<file path="config.mk">
export PLATFORM = sky130hd
export DESIGN_NAME = pulse_frequency_sweep_unit
export DESIGN_NICKNAME = d
export VERILOG_FILES = /design/src/rtl/pfsu_pkg.sv /design/src/rtl/pfsu_calc.sv /design/src/rtl/pulse_frequency_sweep_unit.sv
export SDC_FILE = /design/constraint.sdc
export NUM_CORES = 1
export LEC_CHECK = 0
export BUFFER_PORTS_ARGS = -buffer_cell sky130_fd_sc_hd__buf_2
export CELL_PAD_IN_SITES_DETAIL_PLACEMENT = 1
export CELL_PAD_IN_SITES_GLOBAL_PLACEMENT = 1
export CORE_UTILIZATION = 43
export DETAILED_ROUTE_END_ITERATION = 10
export GPL_TIMING_DRIVEN = 1
export PLACE_DENSITY_LB_ADDON = 0.1
export SETUP_SLACK_MARGIN = 0.15
export SYNTH_ARGS = -nofsm -noshare
export SYNTH_HDL_FRONTEND = slang
export SYNTH_SLANG_ARGS = --single-unit
</file>
<file path="constraint.sdc">
create_clock -name clk -period 6.72 [get_ports clk]
set_input_delay 0 -clock clk [delete_from_list [all_inputs] [get_ports clk]]
set_output_delay 0 -clock clk [all_outputs]
set_load 0.05 [all_outputs]
</file>
<file path="src/rtl/pfsu_pkg.sv">
package pfsu_pkg;

	// Event codes carried in s_tuser.
	localparam logic [1:0] ACT_WRITE     = 2'd0;
	localparam logic [1:0] ACT_TRIGGER   = 2'd1;
	localparam logic [1:0] ACT_TICK      = 2'd2;
	localparam logic [1:0] ACT_POWER_OFF = 2'd3;

	localparam int ACTION_BITS  = 2;
	localparam int VALUE_BITS   = 8;
	localparam int CHAN_BITS    = 11;
	localparam int PERIOD_BITS  = 3;
	localparam int SHIFT_BITS   = 3;
	localparam int TIMER_BITS   = 4;
	localparam int IN_DATA_BITS  = 24;
	localparam int OUT_DATA_BITS = 16;

	// A period of zero reloads the timer with eight.
	localparam logic [TIMER_BITS-1:0] RELOAD_ZERO = 4'd8;

	localparam int DEF_FREQ_BITS = 11;

endpackage

</file>
<file path="src/rtl/pfsu_calc.sv">
module pfsu_calc #(
	parameter int FREQ_BITS = 11
) (
	input  logic [FREQ_BITS-1:0]          shadow,
	input  logic [pfsu_pkg::SHIFT_BITS-1:0] shift,
	input  logic                          decrease,
	output logic [FREQ_BITS-1:0]          next_freq,
	output logic                          overflow
);
	import pfsu_pkg::*;

	logic [FREQ_BITS-1:0] offset;
	logic [FREQ_BITS:0]   sum;
	logic [FREQ_BITS-1:0] diff;

	assign offset = shadow >> shift;
	assign sum    = {1'b0, shadow} + {1'b0, offset};
	// The offset never exceeds the shadow, so the difference cannot wrap.
	assign diff   = shadow - offset;

	assign overflow  = !decrease && sum[FREQ_BITS];
	assign next_freq = decrease ? diff : sum[FREQ_BITS-1:0];

endmodule

</file>
<file path="src/rtl/pulse_frequency_sweep_unit.sv">
// Frequency sweep for a pulse sound channel.
// Input words arrive on the s_ stream: s_tuser holds the event (register write,
// trigger, sweep tick, power off), s_tdata the sweep register byte and the
// current channel frequency. Every input word yields exactly one output word on
// the m_ stream: a disable flag, a frequency-update flag and the new frequency.
// An accepted word is held in an input register, then the event is evaluated
// against the sweep state and the result lands in the output register, which
// raises m_tvalid. Both shift-add checks of a tick are done combinationally,
// so one word is taken every cycle while the output is drained.
// When the receiver stalls, the result holds in the output register and one
// further word may wait in the input register; s_tready drops only when both
// are full. Reset clears all sweep state and both valid flags; the power-off
// event does the same for the sweep state in band.
module pulse_frequency_sweep_unit #(
	parameter int FREQ_BITS = pfsu_pkg::DEF_FREQ_BITS
) (
	input  logic                               clk,
	input  logic                               arst_n,
	input  logic                               s_tvalid,
	output logic                               s_tready,
	// [1:0] action
	input  logic [pfsu_pkg::ACTION_BITS-1:0]   s_tuser,
	// [7:0] reg_value, [18:8] channel_frequency, upper bits zero
	input  logic [pfsu_pkg::IN_DATA_BITS-1:0]  s_tdata,
	output logic                               m_tvalid,
	input  logic                               m_tready,
	// [0] disable_channel, [1] freq_update, [12:2] new_frequency, upper bits zero
	output logic [pfsu_pkg::OUT_DATA_BITS-1:0] m_tdata
);
	import pfsu_pkg::*;

	logic                   valid_s1;
	logic [ACTION_BITS-1:0] action_s1;
	logic [VALUE_BITS-1:0]  value_s1;
	logic [CHAN_BITS-1:0]   chan_s1;
	logic                   adv_s1;

	logic [PERIOD_BITS-1:0] period_q, period_d;
	logic                   decrease_q, decrease_d;
	logic [SHIFT_BITS-1:0]  shift_q, shift_d;
	logic [FREQ_BITS-1:0]   shadow_q, shadow_d;
	logic [TIMER_BITS-1:0]  timer_q, timer_d;
	logic                   enabled_q, enabled_d;
	logic                   latch_q, latch_d;

	logic [31:0]            chan_wide;
	logic [FREQ_BITS-1:0]   chan_fb;
	logic [TIMER_BITS-1:0]  reload;
	logic [TIMER_BITS-1:0]  timer_dec;
	logic [FREQ_BITS-1:0]   calc_in_a, next_a, next_b;
	logic                   ovf_a, ovf_b;
	logic                   dis, upd;
	logic [FREQ_BITS-1:0]   nf;
	logic [31:0]            nf_wide;

	assign adv_s1   = valid_s1 && (!m_tvalid || m_tready);
	assign s_tready = !valid_s1 || adv_s1;

	always_ff @(posedge clk or negedge arst_n) begin
		if (!arst_n) begin
			valid_s1 <= 1'b0;
		end else if (s_tvalid && s_tready) begin
			valid_s1 <= 1'b1;
		end else if (adv_s1) begin
			valid_s1 <= 1'b0;
		end
	end

	always_ff @(posedge clk) begin
		if (s_tvalid && s_tready) begin
			action_s1 <= s_tuser;
			value_s1  <= s_tdata[VALUE_BITS-1:0];
			chan_s1   <= s_tdata[VALUE_BITS+CHAN_BITS-1:VALUE_BITS];
		end
	end

	// The channel frequency is masked to the shadow width.
	assign chan_wide = 32'(chan_s1);
	assign chan_fb   = chan_wide[FREQ_BITS-1:0];

	assign reload    = (period_q == '0) ? RELOAD_ZERO : TIMER_BITS'(period_q);
	assign timer_dec = (timer_q != '0) ? timer_q - 1'b1 : '0;

	assign calc_in_a = (action_s1 == ACT_TRIGGER) ? chan_fb : shadow_q;

	pfsu_calc #(.FREQ_BITS(FREQ_BITS)) u_calc_a (
		.shadow    (calc_in_a),
		.shift     (shift_q),
		.decrease  (decrease_q),
		.next_freq (next_a),
		.overflow  (ovf_a)
	);

	// Second check runs on the value just written back.
	pfsu_calc #(.FREQ_BITS(FREQ_BITS)) u_calc_b (
		.shadow    (next_a),
		.shift     (shift_q),
		.decrease  (decrease_q),
		.next_freq (next_b),
		.overflow  (ovf_b)
	);

	always_comb begin
		period_d   = period_q;
		decrease_d = decrease_q;
		shift_d    = shift_q;
		shadow_d   = shadow_q;
		timer_d    = timer_q;
		enabled_d  = enabled_q;
		latch_d    = latch_q;
		dis        = 1'b0;
		upd        = 1'b0;
		nf         = '0;
		unique case (action_s1)
			ACT_WRITE: begin
				period_d   = value_s1[6:4];
				decrease_d = value_s1[3];
				shift_d    = value_s1[2:0];
				dis        = latch_q && !value_s1[3];
			end
			ACT_TRIGGER: begin
				shadow_d  = chan_fb;
				timer_d   = reload;
				enabled_d = (period_q != '0) || (shift_q != '0);
				latch_d   = 1'b0;
				if (shift_q != '0) begin
					if (decrease_q) begin
						latch_d = 1'b1;
					end
					dis = ovf_a;
				end
			end
			ACT_TICK: begin
				timer_d = timer_dec;
				if (timer_dec == '0) begin
					timer_d = reload;
					if (enabled_q && (period_q != '0)) begin
						if (decrease_q) begin
							latch_d = 1'b1;
						end
						if (ovf_a) begin
							dis = 1'b1;
						end else if (shift_q != '0) begin
							shadow_d = next_a;
							upd      = 1'b1;
							nf       = next_a;
							dis      = ovf_b;
						end
					end
				end
			end
			ACT_POWER_OFF: begin
				period_d   = '0;
				decrease_d = 1'b0;
				shift_d    = '0;
				shadow_d   = '0;
				timer_d    = '0;
				enabled_d  = 1'b0;
				latch_d    = 1'b0;
			end
			default: begin
			end
		endcase
	end

	always_ff @(posedge clk or negedge arst_n) begin
		if (!arst_n) begin
			period_q   <= '0;
			decrease_q <= 1'b0;
			shift_q    <= '0;
			shadow_q   <= '0;
			timer_q    <= '0;
			enabled_q  <= 1'b0;
			latch_q    <= 1'b0;
		end else if (adv_s1) begin
			period_q   <= period_d;
			decrease_q <= decrease_d;
			shift_q    <= shift_d;
			shadow_q   <= shadow_d;
			timer_q    <= timer_d;
			enabled_q  <= enabled_d;
			latch_q    <= latch_d;
		end
	end

	assign nf_wide = 32'(nf);

	always_ff @(posedge clk or negedge arst_n) begin
		if (!arst_n) begin
			m_tvalid <= 1'b0;
		end else if (adv_s1) begin
			m_tvalid <= 1'b1;
		end else if (m_tready) begin
			m_tvalid <= 1'b0;
		end
	end

	always_ff @(posedge clk) begin
		if (adv_s1) begin
			m_tdata <= {3'b000, nf_wide[CHAN_BITS-1:0], upd, dis};
		end
	end

`ifndef SYNTHESIS
	a_no_freq_without_update: assert property (@(posedge clk) disable iff (!arst_n)
		m_tvalid && !m_tdata[1] |-> m_tdata[12:2] == '0)
		else $error("new frequency is non-zero without an update");

	a_timer_range: assert property (@(posedge clk) disable iff (!arst_n)
		timer_q <= RELOAD_ZERO)
		else $error("sweep timer above its largest reload value");

	a_power_off_clears: assert property (@(posedge clk) disable iff (!arst_n)
		adv_s1 && action_s1 == ACT_POWER_OFF |=>
		shadow_q == '0 && timer_q == '0 && !latch_q && !enabled_q)
		else $error("power off left sweep state behind");

	a_stall_holds_word: assert property (@(posedge clk) disable iff (!arst_n)
		m_tvalid && !m_tready |=> m_tvalid && $stable(m_tdata))
		else $error("output word changed while stalled");
`endif

endmodule
</file>
==> results of run 1 <==
stage by stage:
| step | util | hold slack, ns | worst slack, ns | cells | instance area (µm²) |
|---|---|---|---|---|---|
| final | 0.516 | 0.243 | 0.681 | 703 | 5350 |
| after global routing | 0.516 | 0.284 | 0.173 | 703 | 5350 |
| after CTS | 0.512 | 0.234 | 0.543 | 702 | 5310 |
| after detailed placement | 0.473 | 0.0526 | 0.584 | 663 | 4910 |
| after global placement | 0.473 | 0.0439 | 0.734 | 663 | 4910 |
| after floorplan | - | -0.296 | 1.38 | 509 | 4620 |
flip-flops by register name (all words and copies together), names as in the netlist:
signal,flops
chan_fb,11
valid_s1,1
m_tdata,13
timer_q,4
decrease_q,1
value_s1,7
enabled_q,1
latch_q,1
shadow_q,11
m_tvalid,1
shift_q,3
period_q,3
action_s1,2
logic make-up (layout without fill, tap and decap cells):
family | after synthesis | after routing | share of synthesized area
adder cells (fa/ha/maj) | 38 | 38 | 0.106
flip-flops | 59 | 59 | 0.356
AND/OR/NAND/NOR | 169 | 169 | 0.185
multiplexers | 33 | 33 | 0.0760
AO/OA/AOI/OAI | 137 | 137 | 0.193
buffers and inverters | 61 | 119 | 0.0570
XOR/XNOR | 9 | 9 | 0.0260
other | 1 | 3 | 0.000813
metal layers:
metal	global-route usage	part of all wire	vias up
met5	0	0	-
met3	0.0408	0.037	10
li1	-	-	1937
met4	0.0466	0.0076	0
met2	0.457	0.50	67
met1	0.336	0.46	1982
how the worst max path moves through the flow:
stage	end	slack, ns
2_1_floorplan	m_tdata[0]$_DFFE_PP_	1.38
3_3_place_gp	m_tdata[0]$_DFFE_PP_	0.73
3_5_place_dp	m_tdata[0]$_DFFE_PP_	0.58
4_1_cts	m_tdata[0]$_DFFE_PP_	0.54
5_1_grt	m_tdata[0]$_DFFE_PP_	0.17
6_report	m_tdata[0]$_DFFE_PP_	0.68
Yosys cell counts (all sizes together) (5+ instances only):
master	n	area (µm²)
nor3b	10	75.1
o21ai	26	130
nand2b	10	62.6
mux2	16	180
buf	10	71.3
o211ai	7	57.6
o21a	5	37.5
inv	31	116
ha	36	450
a21oi	50	254
a211oi	11	82.6
nor2	50	188
edfxtp	33	991
xnor2	6	75.1
and2	10	62.6
clkbuf	20	75.1
nand2	36	138
dfrtp	26	651
mux2i	17	170
nand3b	9	67.6
nand3	10	50.1
nor2b	5	31.3
nor3	15	80.1
area by class of cell:
class                      instances  area (µm²)
clock buffer                      13         159
sequential                        59        1640
timing repair buffer              72         503
inverter                          31         116
fill                            1263        5020
tap                              136         170
clock inverter                     3        13.8
multi-input combinational        389        2750
timing repair:
action                                  4_1_cts  5_1_grt
resized for setup                             0        7
setup buffers                                 0        1
hold buffers                                 23        0
endpoints found under the setup margin        0        1
hold endpoints to repair                     48        0
==> impl_metrics.tcl, run 1 <==
set metrics [dict create \
    hold_viol 0 \
    layout.nets 630 \
    drc_errors 0 \
    synth_seq_area_share 0.356 \
    max_freq_ghz 0.166 \
    drtIter0Drc 171 \
    clock-sinks 59 \
    worstPathMaxFanout 14 \
    crit_arrival_ns 6.11 \
    drt_wl_total_um 13600 \
    layout_common_cells "nor2_1 (50), a21oi_1 (49), buf_2 (38)" \
    synth_cell_types 66 \
    crit_slowest_cell "ha_2" \
    clock_latency_ns 0.33 \
    die_y_um 106 \
    r2r-start "action_s1[1]$_DFFE_PP_" \
    finalCriticalPeriod_ns 6.04 \
    area_delta_synth_final_pct 16.0 \
    cp-startpoint "action_s1[1]$_DFFE_PP_" \
    critPathRequiredTime_ns 6.79 \
    worstMarginPinSlew_ns 0.938 \
    rsz0062_at_grt "false" \
    antenna_found_initial 0 \
    max_cap_violations 0 \
    cpPeakStageDelay_ns 0.45 \
    cts_tree "yes" \
    synth_cells 507 \
    yosys_warnings 0 \
    ioPinCount 48 \
    slew_headroom 0.375 \
    crit_type "flip-flop to flip-flop" \
    final_common_cell "nor2_1" \
    rows 37 \
    worst-path-stages 25 \
    crit_family "compound AO/OA/AOI/OAI gates" \
    cts.path.max_buffers 2 \
    gr-total-overflow 0 \
    htreeDepth 3 \
    coreArea_mm2 0.0104 \
    wire_per_inst_um 19.3 \
    ys_ff_latch 59 \
    drtAntennaViolNets 0 \
    grt_first_pass_wirelength_um 22300 \
    die_w_um 106 \
    finalCritPeriodShare 0.899 \
    dpl.hpwl_um 9900 \
    reg2reg_to "m_tdata[0]$_DFFE_PP_" \
    setup_total_negative_slack_ns 0 \
    path_buf_inv 2 \
    grt_pass1_vias 4159 \
    vias 3996 \
    clock-skew-final_ns 0.00533 \
    die_area_mm2 0.0111 \
    reg2reg_setup_slack_ns 0.68 \
    track_usage 0.258 \
    syn_area_mm2 0.00461 \
    portBuffers 38 \
    grt_max_degree 33 \
    n_antenna_cell 0 \
    dr.pass1.iters 5 \
    ff2ff_path_depth 25 \
    place.gp.congestion 0.799 \
    syn_area_per_cell_um2 9.10 \
    cts_buffers 9 \
    cp-start-kind "flip-flop" \
    worstSetupEndpointType "flip-flop" \
    hp-class "primary input to async pin" \
    initial_utilization 0.445 \
    async_flop_share 0.441 \
    clk_pin_slew_worst_paths_ns 0.06 \
    final_layout_size_suffix_gt1_frac 0.176 \
    synth_edf_count 33 \
    synth_ff_type "edfxtp_1" \
    status "completed" \
    drv_slew 0 \
    viasPerCell 5.68 \
    cts_root_buf "clkbuf_8" \
    finalSetupViolations 0 \
]
Power of run 1 is left out: the tool's default activity adds up to more than one toggle a clock period on the data nets, which glitch-free logic cannot reach.
==> run 2: changes to the inputs <==
--- a/config.mk
+++ b/config.mk
@@ -11,6 +11,7 @@
 export CORE_UTILIZATION = 43
 export DETAILED_ROUTE_END_ITERATION = 10
 export GPL_TIMING_DRIVEN = 1
+export MAX_ROUTING_LAYER = met4
 export PLACE_DENSITY_LB_ADDON = 0.1
 export SETUP_SLACK_MARGIN = 0.15
 export SYNTH_ARGS = -nofsm -noshare
==> run 2 against run 1 <==
  * Sequential share of layout area unchanged
  * First-iteration DRC count is 1.8% lower
  * Worst hold slack worse by 0.0034 ns
  * Design area unchanged
  * Cell count is the same
  * Clock-buffer cell count did not move
  * Register-to-register slack lost 0.04 ns
  * Fmax is 0.62% lower
  * Highest routed layer unchanged
==> impl_metrics.tcl, run 2 (synthesized netlist as in run 1, its figures left out) <==
set metrics [dict create \
    status "completed" \
    die_w_um 106 \
    dr.pass1.iters 4 \
    layout_common_cells "nor2_1 (50), a21oi_1 (49), buf_2 (38)" \
    drtIter0Drc 168 \
    die_y_um 106 \
    rows 37 \
    hold_viol 0 \
    drv_slew 0 \
    worstSetupEndpointType "flip-flop" \
    max_freq_ghz 0.165 \
    rsz0062_at_grt "false" \
    drc_errors 0 \
    cpMostUsedCell "a21oi_1" \
    clk_pin_slew_worst_paths_ns 0.06 \
    dpl.hpwl_um 9900 \
    finalCriticalPeriod_ns 6.08 \
    die_area_mm2 0.0111 \
    grt_first_pass_wirelength_um 22200 \
    portBuffers 38 \
    path_buf_inv 2 \
    worstMarginPinSlew_ns 0.931 \
    worstPathMaxFanout 14 \
    finalCritPeriodShare 0.904 \
    crit_family "compound AO/OA/AOI/OAI gates" \
    n_antenna_cell 0 \
    wire_per_inst_um 19.3 \
    track_usage 0.266 \
    setup_total_negative_slack_ns 0 \
    area_delta_synth_final_pct 16.0 \
    gr-total-overflow 0 \
    slew_headroom 0.379 \
    htreeDepth 3 \
    clock-sinks 59 \
    largest_register_ffs 13 \
    ioPinCount 48 \
    cpPeakStageDelay_ns 0.49 \
    critPathRequiredTime_ns 6.80 \
    initial_utilization 0.445 \
    clock_latency_ns 0.34 \
    clock-skew-final_ns 0.00754 \
    grt_max_degree 33 \
    cp-startpoint "action_s1[1]$_DFFE_PP_" \
    drt_wl_total_um 13600 \
    vias 3999 \
    crit_slowest_cell "a222oi_1" \
    final_layout_size_suffix_gt1_frac 0.176 \
    cts.path.max_buffers 2 \
    antenna_found_initial 0 \
    grt_pass1_vias 4170 \
    crit_type "flip-flop to flip-flop" \
    cts_tree "yes" \
    layout.nets 630 \
    cp-start-kind "flip-flop" \
    finalSetupViolations 0 \
    cts_root_buf "clkbuf_8" \
    r2r-start "action_s1[1]$_DFFE_PP_" \
    hp-class "primary input to async pin" \
    top_register "m_tdata" \
    drtAntennaViolNets 0 \
    final.fill_count 1263 \
    cts_buffers 9 \
    viasPerCell 5.69 \
    place.gp.congestion 0.811 \
    crit_arrival_ns 6.15 \
    final_common_cell "nor2_1" \
    coreArea_mm2 0.0104 \
    max_cap_violations 0 \
]
run 2: cell type report:
| class | instances | area (µm²) | share of cell area |
|---|---|---|---|
| repair buffers | 72 | 503 | 0.0940 |
| clock buffers | 13 | 159 | 0.0297 |
| flip-flops and latches | 59 | 1640 | 0.307 |
| inverters | 31 | 116 | 0.0217 |
| clock inverters | 3 | 13.8 | 0.00257 |
| multi-input cells | 389 | 2750 | 0.513 |
| well taps | 136 | 170 | 0.0318 |
run 2: worst paths after layout:
check | cells past startpoint | slack [ns] | end
max | 26 | 0.64 | m_tdata[0]$_DFFE_PP_
min | 2 | 0.24 | valid_s1$_DFFE_PN0P_
max reg2reg | 26 | 0.64 | m_tdata[0]$_DFFE_PP_
min reg2reg | 2 | 0.48 | period_q[2]$_DFFE_PN0P_
max in group asynchronous | 2 | 6.05 | timer_q[2]$_DFFE_PN0P_
min in group clk | 2 | 0.37 | value_s1[4]$_DFFE_PP_
run 2: worst register-to-register path, stage by stage, from the launching register on:
cell and delay, ns:
edfxtp_1 0.42, inv_1 0.16, ha_1 0.20, buf_4 0.26
mux2_2 0.43, mux2_2 0.29, a21oi_1 0.22, nand2b_1 0.14
o21ai_0 0.13, ha_2 0.48, o21bai_2 0.11, a211oi_1 0.35
o21ai_0 0.15, a31oi_1 0.19, o2bb2ai_1 0.12, xnor2_2 0.27
a222oi_1 0.49, mux2i_1 0.15, ha_1 0.32, a21oi_1 0.13
nor2b_1 0.05, o21ai_0 0.14, a21oi_1 0.12, o211ai_1 0.19
nand3_1 0.10, a21oi_1 0.13, o21ai_1 0.09
run 2: repair_timing:
item	in CTS	in global routing
endpoints found under the hold margin	48	0
resized for setup	0	7
setup buffers	0	1
hold buffers	23	0
setup endpoints to repair	0	1
run 2: routing by layer:
layer / track usage / wire length (µm)
met1: 0.335 / 6320
met2: 0.457 / 6660
met3: 0.0421 / 440
met4: 0.0466 / 169
met5: - / 0
run 2: stage by stage:
stage          hold slack (ns)  instance area, µm²   util  worst slack, ns  instances
3_3_place_gp            0.0439                4910  0.473            0.734        663
4_1_cts                  0.234                5310  0.512            0.543        702
2_1_floorplan           -0.296                4620      -             1.38        509
3_5_place_dp            0.0526                4910  0.473            0.584        663
5_1_grt                  0.280                5350  0.516            0.173        703
6_report                 0.239                5350  0.516            0.644        703
Power of run 2 is left out for the same reason.
